**src/rtl/csem_pkg.sv**
```systemverilog
// Shared types, constants and codes for the counting semaphore block.
package csem_pkg;

  localparam int WAITER_DEPTH = 16;
  localparam int CNT_W        = $clog2(WAITER_DEPTH + 1);
  localparam int ID_W         = 16;
  localparam int COUNT_W      = 16;

  localparam logic [1:0] OP_TRY  = 2'd0;
  localparam logic [1:0] OP_WAIT = 2'd1;
  localparam logic [1:0] OP_POST = 2'd2;

  localparam logic [2:0] ST_GRANTED   = 3'd0;
  localparam logic [2:0] ST_REFUSED   = 3'd1;
  localparam logic [2:0] ST_QUEUED    = 3'd2;
  localparam logic [2:0] ST_FULL      = 3'd3;
  localparam logic [2:0] ST_WOKEN     = 3'd4;
  localparam logic [2:0] ST_POSTED    = 3'd5;
  localparam logic [2:0] ST_SATURATED = 3'd6;

  typedef struct packed {
    logic [1:0]      opcode;
    logic [ID_W-1:0] requester_id;
  } req_t;

  typedef struct packed {
    logic [2:0]      status;
    logic [ID_W-1:0] woken_id;
    logic            last;
  } rsp_t;

  // Control seen by every cell of the waiter row.
  typedef struct packed {
    logic shift;
    logic load;
  } cell_ctrl_t;

endpackage

```
**src/rtl/counting_semaphore_with_waiters_unit.sv**
```systemverilog
// Top level of the counting semaphore with a waiter list.
//
// Requests enter on in_valid/in_ready as one word (opcode, requester_id).
// Results leave on out_valid/out_ready as words (status, woken_id, last).
// The count register is loaded through cfg_valid/cfg_ready, which also
// empties the waiter list; cfg_ready is always high, and a config word holds
// in_ready low in its cycle.
// Try, wait and a post that wakes nobody each give one result, registered
// in the output register when the request is taken; the next request can be taken
// in the cycle the result is shown, so these run at one request per cycle while the receiver keeps up.
// A post that raises the count from zero with N waiters stored gives N
// woken results from the head of the waiter row, one per cycle while the
// receiver keeps up, the first once the draining flag is set; no request is
// taken until the last of them is loaded into the output register.
// A stalled receiver holds the output word; requests and the drain wait
// for it. Reset clears the count, the waiter total and the output.
// Opcode 3 is taken and dropped without a result.
module counting_semaphore_with_waiters_unit import csem_pkg::*; (
  input  logic               clk,
  input  logic               rst,
  input  logic               in_valid,
  output logic               in_ready,
  input  req_t               in_data,
  output logic               out_valid,
  input  logic               out_ready,
  output rsp_t               out_data,
  input  logic               cfg_valid,
  output logic               cfg_ready,
  input  logic [COUNT_W-1:0] cfg_data
);

  logic [COUNT_W-1:0] count;
  logic [CNT_W-1:0]   total;
  logic               draining;
  logic [ID_W-1:0]    head_id;
  logic               slot_free;
  logic               cfg_fire;
  logic               in_fire;
  logic               drain_step;
  logic               append;

  assign cfg_ready  = 1'b1;
  assign cfg_fire   = cfg_valid;
  assign slot_free  = !out_valid || out_ready;
  assign in_ready   = !draining && slot_free && !cfg_valid;
  assign in_fire    = in_valid && in_ready && !cfg_fire;
  assign drain_step = draining && slot_free && !cfg_fire;
  assign append     = in_fire && (in_data.opcode == OP_WAIT) && (count == '0)
                      && (total < CNT_W'(WAITER_DEPTH));

  csem_chain u_chain (
    .clk     (clk),
    .shift   (drain_step),
    .append  (append),
    .total   (total),
    .new_id  (in_data.requester_id),
    .head_id (head_id)
  );

  always_ff @(posedge clk) begin
    if (rst) begin
      count     <= '0;
      total     <= '0;
      draining  <= 1'b0;
      out_valid <= 1'b0;
    end else begin
      if (out_valid && out_ready) begin
        out_valid <= 1'b0;
      end
      if (cfg_fire) begin
        count    <= cfg_data;
        total    <= '0;
        draining <= 1'b0;
      end else if (drain_step) begin
        out_valid         <= 1'b1;
        out_data.status   <= ST_WOKEN;
        out_data.woken_id <= head_id;
        out_data.last     <= (total == CNT_W'(1));
        total             <= total - CNT_W'(1);
        if (total == CNT_W'(1)) begin
          draining <= 1'b0;
        end
      end else if (in_fire) begin
        out_data.woken_id <= '0;
        out_data.last     <= 1'b1;
        case (in_data.opcode)
          OP_TRY: begin
            out_valid <= 1'b1;
            if (count != '0) begin
              count           <= count - COUNT_W'(1);
              out_data.status <= ST_GRANTED;
            end else begin
              out_data.status <= ST_REFUSED;
            end
          end
          OP_WAIT: begin
            out_valid <= 1'b1;
            if (count != '0) begin
              count           <= count - COUNT_W'(1);
              out_data.status <= ST_GRANTED;
            end else if (append) begin
              total           <= total + CNT_W'(1);
              out_data.status <= ST_QUEUED;
            end else begin
              out_data.status <= ST_FULL;
            end
          end
          OP_POST: begin
            if (count == '1) begin
              out_valid       <= 1'b1;
              out_data.status <= ST_SATURATED;
            end else begin
              count <= count + COUNT_W'(1);
              if ((count == '0) && (total != '0)) begin
                // release the stored waiters over the next cycles
                draining <= 1'b1;
              end else begin
                out_valid       <= 1'b1;
                out_data.status <= ST_POSTED;
              end
            end
          end
          default: begin
          end
        endcase
      end
    end
  end

endmodule

```
**src/rtl/csem_cell.sv**
```systemverilog
// One waiter slot: holds an id, takes its neighbor's id on shift or a new id on load.
module csem_cell import csem_pkg::*; (
  input  logic            clk,
  input  cell_ctrl_t      ctrl,
  input  logic [ID_W-1:0] neighbor_id,
  input  logic [ID_W-1:0] new_id,
  output logic [ID_W-1:0] id
);

  always_ff @(posedge clk) begin
    if (ctrl.shift) begin
      id <= neighbor_id;
    end else if (ctrl.load) begin
      id <= new_id;
    end
  end

endmodule

```
**src/rtl/csem_chain.sv**
```systemverilog
// Row of waiter cells: append at the fill point, drain from the head by shifting.
module csem_chain import csem_pkg::*; (
  input  logic             clk,
  input  logic             shift,
  input  logic             append,
  input  logic [CNT_W-1:0] total,
  input  logic [ID_W-1:0]  new_id,
  output logic [ID_W-1:0]  head_id
);

  logic [ID_W-1:0] ids [WAITER_DEPTH];

  for (genvar i = 0; i < WAITER_DEPTH; i++) begin : g_cell
    cell_ctrl_t      ctrl;
    logic [ID_W-1:0] nbr;

    assign ctrl.shift = shift;
    // the cell at the current fill point takes the new id
    assign ctrl.load  = append && (total == CNT_W'(i));

    if (i == WAITER_DEPTH - 1) begin : g_tail
      assign nbr = '0;
    end else begin : g_mid
      assign nbr = ids[i+1];
    end

    csem_cell u_cell (
      .clk         (clk),
      .ctrl        (ctrl),
      .neighbor_id (nbr),
      .new_id      (new_id),
      .id          (ids[i])
    );
  end

  assign head_id = ids[0];

endmodule

```
**config.mk**
```make
export PLATFORM = sky130hd
export DESIGN_NAME = counting_semaphore_with_waiters_unit
export DESIGN_NICKNAME = d
export VERILOG_FILES = /design/src/rtl/csem_pkg.sv /design/src/rtl/counting_semaphore_with_waiters_unit.sv /design/src/rtl/csem_cell.sv /design/src/rtl/csem_chain.sv
export SDC_FILE = /design/constraint.sdc
export NUM_CORES = 1
export LEC_CHECK = 0
export BUFFER_PORTS_ARGS = -buffer_cell sky130_fd_sc_hd__buf_2
export CAP_MARGIN = 20
export CORE_MARGIN = 5
export CORE_UTILIZATION = 60
export DETAILED_ROUTE_END_ITERATION = 8
export PLACE_DENSITY = 0.78
export SLEW_MARGIN = 20
export SYNTH_ARGS = -nofsm -noshare
export SYNTH_HDL_FRONTEND = slang
export SYNTH_SLANG_ARGS = --single-unit
```
**constraint.sdc**
```tcl
create_clock -name clk -period 5.25 [get_ports clk]
set_input_delay 0 -clock clk [delete_from_list [all_inputs] [get_ports clk]]
set_output_delay 0 -clock clk [all_outputs]
set_load 0.005 [all_outputs]
```
==> results.sh, run 1 <==
export IMPL_placedCellCount=1230
export IMPL_setup_worst_path_class="reg2reg"
export IMPL_max_slew_margin_rel=0.259
export IMPL_design_final_nets=1103
export IMPL_power_density_nw_per_um2=332
export IMPL_clock_latency_ps=550
export IMPL_synth_area_um2=12800
export IMPL_min_cycle_time_layout_ps=3300
export IMPL_layout_setup_ws_ps=1950
export IMPL_timing_critical_path_to_type="register"
export IMPL_post_synth_fa_ha_maj_area_fraction=0.0250
export IMPL_totalWireLength_mm=22.6
export IMPL_routabilityCongestion=0.924
export IMPL_drive_above_1_share=0.118
export IMPL_rsz0062_at_grt="no"
export IMPL_setup_viol=0
export IMPL_yosys_cell_types_count=56
export IMPL_grt_remaining_overflow=0
export IMPL_synth_top_family_by_area="compound AO/OA/AOI/OAI gates"
export IMPL_complex_gate_fraction_of_the_synthesized_area=0.198
export IMPL_routedWlPerCell_um=16.9
export IMPL_fin_worst_hold_slack_ps=55.9
export IMPL_vdd_drop_max_mv=0.253
export IMPL_finalCritPeriodShare=0.628
export IMPL_antenna_violating_nets_post_route=0
export IMPL_report_final_slew_viol_count=0
export IMPL_grt_max_degree=197
export IMPL_mostFrequentLayoutCell="edfxtp_1"
export IMPL_clk_path_buf_depth=3
export IMPL_layoutNonFillerInstCount=1337
export IMPL_globalRouteTotalUtil=0.190
export IMPL_achievable_frequency_mhz=303
export IMPL_cts_tree="built"
export IMPL_drv_max_cap_violation_count=0
export IMPL_worst_path_max_fanout=11
export IMPL_fp_coreArea_um2=21000
export IMPL_antenna_cells=0
export IMPL_detail_route_first_pass_iterations=5
export IMPL_synthFlopType="edfxtp_1"
export IMPL_clkSinkCount=299
export IMPL_asyncSetResetFlopFracSynth=0
export IMPL_detail_route_drc_violations=0
export IMPL_vias=7755
export IMPL_grt_antenna_before_repair=0
export IMPL_finClkSkew_ps=11.3
export IMPL_muxShareOfSynthArea=0.00322
export IMPL_floorplan_io_pins=62
export IMPL_cts_repair_resize_count=0
export IMPL_die_width_um=156
export IMPL_floorplan_initialDensity=0.610
export IMPL_mappedNetlistNets=1021
export IMPL_worst_slew_pin_transition_ps=1110
export IMPL_fin_tns_setup_ps=0
export IMPL_std_cell_rows=53
export IMPL_grt_pass1_wl_mm=38.4
export IMPL_post_synth_xor_area_fraction=0.00751
export IMPL_synth_simple_gate_area_frac=0.0664
export IMPL_clkTransAtPathRegs_ps=60
export IMPL_signal_arrival_time_at_the_worst_endpoint_ps=3790
export IMPL_cts_buffers=30
export IMPL_critPathRequiredTime_ps=5740
export IMPL_number_of_drc_markers_in_iteration_0=723
export IMPL_die_height_um=156
export IMPL_root_buffer="clkbuf_16"
export IMPL_startpoint_type="register"
export IMPL_syn_instance_count=957
export IMPL_cts_htree_levels=1
export IMPL_vias_per_cell=5.80
export IMPL_detailedPlace_worstSlack_ps=2080
export IMPL_area_growth_syn_to_layout_pct=14.7
export IMPL_die_area_um2=24400
export IMPL_io_buffers=60
export IMPL_classification_of_the_worst_slack_hold_path="in2reg"
export IMPL_ys_seq_elements=299
export IMPL_grt_pass1_vias=7660
export IMPL_dpl_hpwl_mm=14.5
export IMPL_yosys_warnings=0
export IMPL_postSynthAreaPerCell_um2=13.4
export IMPL_synth_enable_flop_cells=260
export IMPL_part_of_the_yosys_area_used_for_sequential_elements=0.670
export IMPL_layout_cells_most_common_list="edfxtp_1, a21o_1, nand2_1"
export IMPL_cellLeakagePower_nw=6.24
export IMPL_run_status="finished clean"
export IMPL_timing_final_hold_violations=0
registers in the layout (all words and copies together), names as in the netlist:
name / count
draining: 1
count: 16
out_data: 20
total: 5
out_valid: 1
u_chain.g_cell.u_cell.id: 256
cells in the mapped netlist, types with 16 or more instances:
cell / instances / area, um2
nand2_1: 61 / 229
nor2_1: 24 / 90.1
a21oi_1: 48 / 240
ha_1: 24 / 300
o21ai_0: 24 / 120
and2_1: 35 / 219
a21o_1: 244 / 1830
dfxtp_1: 39 / 781
buf_2: 16 / 80.1
edfxtp_1: 260 / 7810
clkbuf_1: 54 / 203
worst max-delay path: stages, from the launching register on:
cell and delay, ps:
dfxtp_1 370, nor4_1 440, nand4_1 360, a2bb2oi_1 260
a21oi_1 890, mux2i_1 190, a21oi_1 190, dlygate4sd3_1 550
worst paths after layout:
check        slack, ps  cells after the start                                     startpoint                                             to
max reg2reg       1950                      7                          count[0]$_SDFFE_PP0P_                          count[0]$_SDFFE_PP0P_
min                 60                      3                                            rst                         count[14]$_SDFFE_PP0P_
min reg2reg        460                      2  u_chain.g_cell[15].u_cell.id[10]$_SDFFE_PP0P_  u_chain.g_cell[15].u_cell.id[10]$_SDFFE_PP0P_
max               1950                      7                          count[0]$_SDFFE_PP0P_                          count[0]$_SDFFE_PP0P_
per-stage QoR:
stage	utilization	instance area [um2]	power (mW)
after CTS	0.699	14700	4.93
final	0.700	14700	4.89
after global routing	0.700	14700	5.09
after detailed placement	0.632	13300	2.96
after global placement	0.632	13300	2.95
after floorplan	-	12800	2.90
final cells by class:
cell class                 instances  area [um2]
sequential                       299        8590
fill                            1419        6310
multi-input combinational        566        3870
timing repair buffer             130         968
clock buffer                      38         781
tap                              275         344
clock inverter                    17         115
inverter                          12        45.0
report_power, final:
| group | total [mW] | internal, mW | leakage (nW) | switching [mW] |
|---|---|---|---|---|
| registers | 2.61 | 2.59 | 2.68 | 0.0149 |
| logic | 0.349 | 0.172 | 3.13 | 0.177 |
| clock network | 1.93 | 1.10 | 0.432 | 0.836 |
| total | 4.89 | 3.86 | 6.24 | 1.03 |
per-layer routing:
layer / track usage / vias to the layer above / routed length [um] / share of wire
met5: 0 / - / 0 / 0
met4: 0.0438 / 0 / 365 / 0.016
met3: 0.0313 / 32 / 1160 / 0.051
met2: 0.309 / 181 / 10800 / 0.48
met1: 0.275 / 3800 / 10300 / 0.46
li1: - / 3742 / - / -
timing repair:
item / 4_1_cts / 5_1_grt
endpoints found under the hold margin: 34 / 0
hold buffers: 52 / 0
buffers inserted: 0 / 0
logic make-up (layout without fill, tap and decap cells):
logic type,after synthesis,after routing
DFF,299,299
buffers and inverters,92,197
adders and majority gates,25,25
muxes,4,4
and+or+nand+nor,166,166
other,1,1
xor gates and xnor gates,11,11
AOI/OAI and AO/OA,359,359
No activity file was read; power rests on OpenSTA's default activity.
==> run 2: changes to the inputs <==
--- a/config.mk
+++ b/config.mk
@@ -8,9 +8,9 @@
 export BUFFER_PORTS_ARGS = -buffer_cell sky130_fd_sc_hd__buf_2
 export CAP_MARGIN = 20
 export CORE_MARGIN = 5
-export CORE_UTILIZATION = 60
+export CORE_UTILIZATION = 55
 export DETAILED_ROUTE_END_ITERATION = 8
-export PLACE_DENSITY = 0.78
+export PLACE_DENSITY = 0.75
 export SLEW_MARGIN = 20
 export SYNTH_ARGS = -nofsm -noshare
 export SYNTH_HDL_FRONTEND = slang
==> constraint.sdc (replaced) <==
create_clock -name clk -period 2.9 [get_ports clk]
set_input_delay 0 -clock clk [delete_from_list [all_inputs] [get_ports clk]]
set_output_delay 0 -clock clk [all_outputs]
set_load 0.005 [all_outputs]
==> results.sh, run 2 (same netlist as run 1, synthesis figures left out) <==
export IMPL_die_width_um=163
export IMPL_vias_per_cell=5.59
export IMPL_worst_slew_pin_transition_ps=725
export IMPL_min_cycle_time_layout_ps=2730
export IMPL_grt_pass1_wl_mm=37.4
export IMPL_seq_area_um2=8590
export IMPL_finalCritPeriodShare=0.943
export IMPL_clkSinkCount=299
export IMPL_grt_max_degree=146
export IMPL_worstRegToRegCells=7
export IMPL_top_regs="u_chain.g_cell.u_cell.id (256), out_data (20), count (16)"
export IMPL_timing_critical_path_to_type="register"
export IMPL_mostFrequentLayoutCell="edfxtp_1"
export IMPL_filler_cell_count=1630
export IMPL_die_height_um=163
export IMPL_max_slew_margin_rel=0.517
export IMPL_fin_worst_hold_slack_ps=64.6
export IMPL_power_share_switching=0.209
export IMPL_timing_final_hold_violations=0
export IMPL_vdd_drop_max_mv=0.510
export IMPL_post_dp_cell_area_um2=13400
export IMPL_clk_path_buf_depth=3
export IMPL_floorplan_initialDensity=0.563
export IMPL_detailedPlace_worstSlack_ps=387
export IMPL_grt_remaining_overflow=0
export IMPL_root_buffer="clkbuf_16"
export IMPL_finClkSkew_ps=17.5
export IMPL_clock_power_share=0.398
export IMPL_detail_route_drc_violations=0
export IMPL_antenna_cells=0
export IMPL_dpl_hpwl_mm=14.0
export IMPL_io_buffers=60
export IMPL_report_final_slew_viol_count=0
export IMPL_routedWlPerCell_um=16.0
export IMPL_cts_buffers=30
export IMPL_detail_route_first_pass_iterations=5
export IMPL_setup_viol=0
export IMPL_design_final_nets=1112
export IMPL_std_cell_rows=55
export IMPL_cts_htree_levels=1
export IMPL_floorplan_io_pins=62
export IMPL_clkTransAtPathRegs_ps=70
export IMPL_area_growth_syn_to_layout_pct=15.6
export IMPL_signal_arrival_time_at_the_worst_endpoint_ps=3220
export IMPL_power_total_mw=8.89
export IMPL_seq_power_share=0.531
export IMPL_combPwrFrac=0.072
export IMPL_multi_input_area_um2=3860
export IMPL_classification_of_the_worst_slack_hold_path="in2reg"
export IMPL_number_of_drc_markers_in_iteration_0=646
export IMPL_totalWireLength_mm=22.1
export IMPL_critPathRequiredTime_ps=3390
export IMPL_power_net_switching_mw=1.86
export IMPL_die_area_um2=26500
export IMPL_clock_latency_ps=540
export IMPL_layout_cells_most_common_list="edfxtp_1, a21o_1, nand2_1"
export IMPL_drive_above_1_share=0.127
export IMPL_cts_tree="built"
export IMPL_grt_antenna_before_repair=0
export IMPL_setup_worst_path_class="reg2reg"
export IMPL_timing_reg2reg_setup_slack_ps=170
export IMPL_globalRouteTotalUtil=0.167
export IMPL_startpoint_type="register"
export IMPL_worst_path_max_fanout=16
export IMPL_placedCellCount=1276
export IMPL_critical_path_reg2reg_endpoint="count[9]$_SDFFE_PP0P_"
export IMPL_routabilityCongestion=0.901
export IMPL_internal_power_mw=7.04
export IMPL_fin_tns_setup_ps=0
export IMPL_vias=7725
export IMPL_layout_setup_ws_ps=165
export IMPL_run_status="finished clean"
export IMPL_achievable_frequency_mhz=366
export IMPL_launching_point_of_the_worst_reg2reg_path="out_valid$_SDFF_PP0_"
export IMPL_post_route_cell_area_um2=14800
export IMPL_grt_pass1_vias=7516
export IMPL_antenna_violating_nets_post_route=0
export IMPL_largest_reg_flops=256
export IMPL_cellLeakagePower_nw=6.29
export IMPL_power_density_nw_per_um2=600
export IMPL_fp_coreArea_um2=22800
export IMPL_utilization=0.651
export IMPL_layoutNonFillerInstCount=1382
export IMPL_registers_top_by_ff_count="u_chain.g_cell.u_cell.id"
export IMPL_critical_path_endpoint="count[9]$_SDFFE_PP0P_"
export IMPL_drv_max_cap_violation_count=0
export IMPL_critical_path_startpoint="out_valid$_SDFF_PP0_"
export IMPL_rsz0062_at_grt="no"
==> run 2: changes by cell type in the layout (fill, tap and decap cells not counted), sizes merged <==
cell    delta
clkinv     -4
clkbuf     +1
buf        +9
inv        +1
==> run 2: timing repair <==
item | CTS | global route
endpoints found under the setup margin | 0 | 8
hold buffers | 52 | 0
gates resized for setup | 0 | 0
buffers inserted | 0 | 1
endpoints found under the hold margin | 34 | 0
==> run 2: worst max-delay path, cell delays in order (launching register included) <==
cell	delay (ps)
dfxtp_1	310
nand2b_1	160
nand4b_1	310
a21oi_1	300
and2_1	590
o21ai_0	270
a31oi_1	170
dlygate4sd3_1	570
==> run 2: how the worst min path moves through the flow <==
stage	start	endpoint	slack [ps]	cells past startpoint
detailed placement	in_data[2]	u_chain.g_cell[15].u_cell.id[2]$_SDFFE_PP0P_	260	3
floorplan	in_data[0]	u_chain.g_cell[15].u_cell.id[0]$_SDFFE_PP0P_	140	2
global route	rst	count[14]$_SDFFE_PP0P_	70	3
finish	in_data[17]	out_data[17]$_SDFFCE_PP0P_	60	5
global placement	in_data[5]	u_chain.g_cell[15].u_cell.id[5]$_SDFFE_PP0P_	250	3
CTS	in_data[17]	out_data[17]$_SDFFCE_PP0P_	40	5
==> run 2: final cells by class <==
| cell class | instances | area share |
|---|---|---|
| inverter | 12 | 0.00304 |
| clock inverter | 14 | 0.00633 |
| clock buffer | 39 | 0.0544 |
| multi-input combinational | 566 | 0.261 |
| tap | 313 | 0.0264 |
| timing repair buffer | 139 | 0.0699 |
| sequential | 299 | 0.579 |
==> run 2: power by group through the flow <==
stage	Clock [mW]	Sequential [mW]	Combinational, mW
floorplan	0	4.80	0.443
global placement	0	4.81	0.539
detailed placement	0	4.81	0.561
CTS	3.61	4.72	0.628
global route	3.78	4.72	0.712
finish	3.54	4.72	0.638
==> run 2: routing by layer <==
metal	part of all wire	track usage	wire, um
met1	0.46	0.239	10200
met4	0.018	0.0400	390
met2	0.47	0.272	10400
met3	0.050	0.0273	1110
met5	0	0	0
==> run 3: changes to the inputs <==
--- a/config.mk
+++ b/config.mk
@@ -6,11 +6,11 @@
 export NUM_CORES = 1
 export LEC_CHECK = 0
 export BUFFER_PORTS_ARGS = -buffer_cell sky130_fd_sc_hd__buf_2
-export CAP_MARGIN = 20
 export CORE_MARGIN = 5
-export CORE_UTILIZATION = 55
+export CORE_UTILIZATION = 50
+export CTS_BUF_LIST = sky130_fd_sc_hd__clkbuf_16
 export DETAILED_ROUTE_END_ITERATION = 8
-export PLACE_DENSITY = 0.75
+export PLACE_DENSITY = 0.7
 export SLEW_MARGIN = 20
 export SYNTH_ARGS = -nofsm -noshare
 export SYNTH_HDL_FRONTEND = slang
==> results.sh, run 3 (same netlist as run 1, synthesis figures left out) <==
export IMPL_layout_setup_ws_ps=146
export IMPL_drv_max_cap_violation_count=0
export IMPL_grt_remaining_overflow=0
export IMPL_signal_arrival_time_at_the_worst_endpoint_ps=3190
export IMPL_filler_cell_count=1933
export IMPL_number_of_drc_markers_in_iteration_0=527
export IMPL_die_area_um2=28900
export IMPL_mostFrequentLayoutCell="edfxtp_1"
export IMPL_min_cycle_time_layout_ps=2750
export IMPL_drive_above_1_share=0.129
export IMPL_worst_path_max_fanout=16
export IMPL_timing_critical_path_to_type="register"
export IMPL_design_final_nets=1113
export IMPL_cts_tree="built"
export IMPL_detailedPlace_worstSlack_ps=296
export IMPL_vdd_drop_max_mv=0.417
export IMPL_grt_pass1_vias=7550
export IMPL_std_cell_rows=58
export IMPL_utilization=0.599
export IMPL_root_buffer="clkbuf_16"
export IMPL_antenna_violating_nets_post_route=0
export IMPL_rsz0062_at_grt="no"
export IMPL_routabilityCongestion=0.798
export IMPL_finalCritPeriodShare=0.950
export IMPL_power_share_switching=0.208
export IMPL_setup_viol=0
export IMPL_post_cts_repair_setup_buffers=0
export IMPL_run_status="finished clean"
export IMPL_seq_power_share=0.517
export IMPL_detail_route_first_pass_iterations=5
export IMPL_vias=7694
export IMPL_achievable_frequency_mhz=363
export IMPL_finClkSkew_ps=11.7
export IMPL_setup_worst_path_class="reg2reg"
export IMPL_dpl_hpwl_mm=14.7
export IMPL_fp_coreArea_um2=25200
export IMPL_report_final_slew_viol_count=0
export IMPL_top_regs="u_chain.g_cell.u_cell.id (256), out_data (20), count (16)"
export IMPL_worstHoldPathCells=4
export IMPL_globalRouteTotalUtil=0.157
export IMPL_clock_power_share=0.413
export IMPL_io_buffers=60
export IMPL_floorplan_io_pins=62
export IMPL_clk_path_buf_depth=3
export IMPL_power_density_nw_per_um2=605
export IMPL_totalWireLength_mm=22.6
export IMPL_grt_antenna_before_repair=0
export IMPL_cts_buffers=30
export IMPL_worstRegToRegCells=8
export IMPL_clkTransAtPathRegs_ps=60
export IMPL_layout_cells_most_common_list="edfxtp_1, a21o_1, nand2_1"
export IMPL_max_slew_margin_rel=0.456
export IMPL_grt_max_degree=87
export IMPL_clkSinkCount=299
export IMPL_area_growth_syn_to_layout_pct=17.6
export IMPL_startpoint_type="register"
export IMPL_combPwrFrac=0.070
export IMPL_internal_power_mw=7.23
export IMPL_classification_of_the_worst_slack_hold_path="in2reg"
export IMPL_routedWlPerCell_um=16.2
export IMPL_vias_per_cell=5.49
export IMPL_die_height_um=170
export IMPL_cts_htree_levels=1
export IMPL_grt_pass1_wl_mm=38.2
export IMPL_detail_route_drc_violations=0
export IMPL_cellLeakagePower_nw=6.38
export IMPL_critPathRequiredTime_ps=3340
export IMPL_worst_slew_pin_transition_ps=813
export IMPL_die_width_um=170
export IMPL_clock_latency_ps=550
export IMPL_power_net_switching_mw=1.90
export IMPL_registers_top_by_ff_count="u_chain.g_cell.u_cell.id"
export IMPL_antenna_cells=0
export IMPL_largest_reg_flops=256
export IMPL_timing_final_hold_violations=0
export IMPL_floorplan_initialDensity=0.509
export IMPL_fin_tns_setup_ps=0
## run 3: cell count changes in the layout (fill, tap and decap cells not counted), moves of 3 or more
cell	delta
clkinv_2	-3
inv_1	+9
buf_4	-12
buf_12	+13
clkbuf_1	-8
bufinv_16	+3
## run 3: stage by stage
step           cells  hold WS [ps]  total power, mW  cell area [um2]
2_1_floorplan    957           136             5.24            12800
3_3_place_gp    1295           250             5.36            13600
3_5_place_dp    1295           256             5.38            13600
4_1_cts         1401          46.2             9.21            15100
5_1_grt         1401           111             9.51            15100
6_report        1401          69.7             9.13            15100
## run 3: critical path, cell delays in order, from the launching register on
cell and delay, ps:
dfxtp_1 340, nor4_1 430, nand4_1 260, buf_4 220
a2bb2oi_1 160, and2_2 340, a22oi_1 220, a21oi_1 100
dlygate4sd3_1 570
## run 3: final timing paths
check	from	end	slack (ps)
worst max-delay path	count[3]$_SDFFE_PP0P_	count[3]$_SDFFE_PP0P_	150
worst min-delay path	in_data[17]	out_data[18]$_SDFFCE_PP0P_	70
worst max register to register	count[3]$_SDFFE_PP0P_	count[3]$_SDFFE_PP0P_	150
worst min register to register	u_chain.g_cell[15].u_cell.id[11]$_SDFFE_PP0P_	u_chain.g_cell[15].u_cell.id[11]$_SDFFE_PP0P_	460
## run 3: final cells by class
cell class | count | area, um2 | share of cell area
sequential | 299 | 8590 | 0.569
multi-input combinational | 566 | 3860 | 0.256
timing repair buffer | 140 | 1210 | 0.0800
clock buffer | 30 | 751 | 0.0498
tap | 330 | 413 | 0.0274
clock inverter | 24 | 218 | 0.0144
inverter | 12 | 45.0 | 0.00299
## run 3: repair_timing
action                                  CTS  global route
hold buffers                             52             0
endpoints found under the setup margin    0             6
resized for setup                         0             1
hold endpoints to repair                 34             0
## run 3: power groups by stage
| stage | Sequential [mW] | Clock (mW) | Combinational, mW |
|---|---|---|---|
| 5_1_grt | 4.72 | 4.07 | 0.717 |
| 3_5_place_dp | 4.81 | 0 | 0.569 |
| 4_1_cts | 4.72 | 3.86 | 0.637 |
| 3_3_place_gp | 4.81 | 0 | 0.555 |
| 2_1_floorplan | 4.80 | 0 | 0.443 |
| 6_report | 4.72 | 3.77 | 0.641 |
## run 3: routing by layer
layer  global-route usage  wire, um
met5                    0         0
met4               0.0420       496
met1                0.225     10300
met3               0.0267      1260
met2                0.253     10500
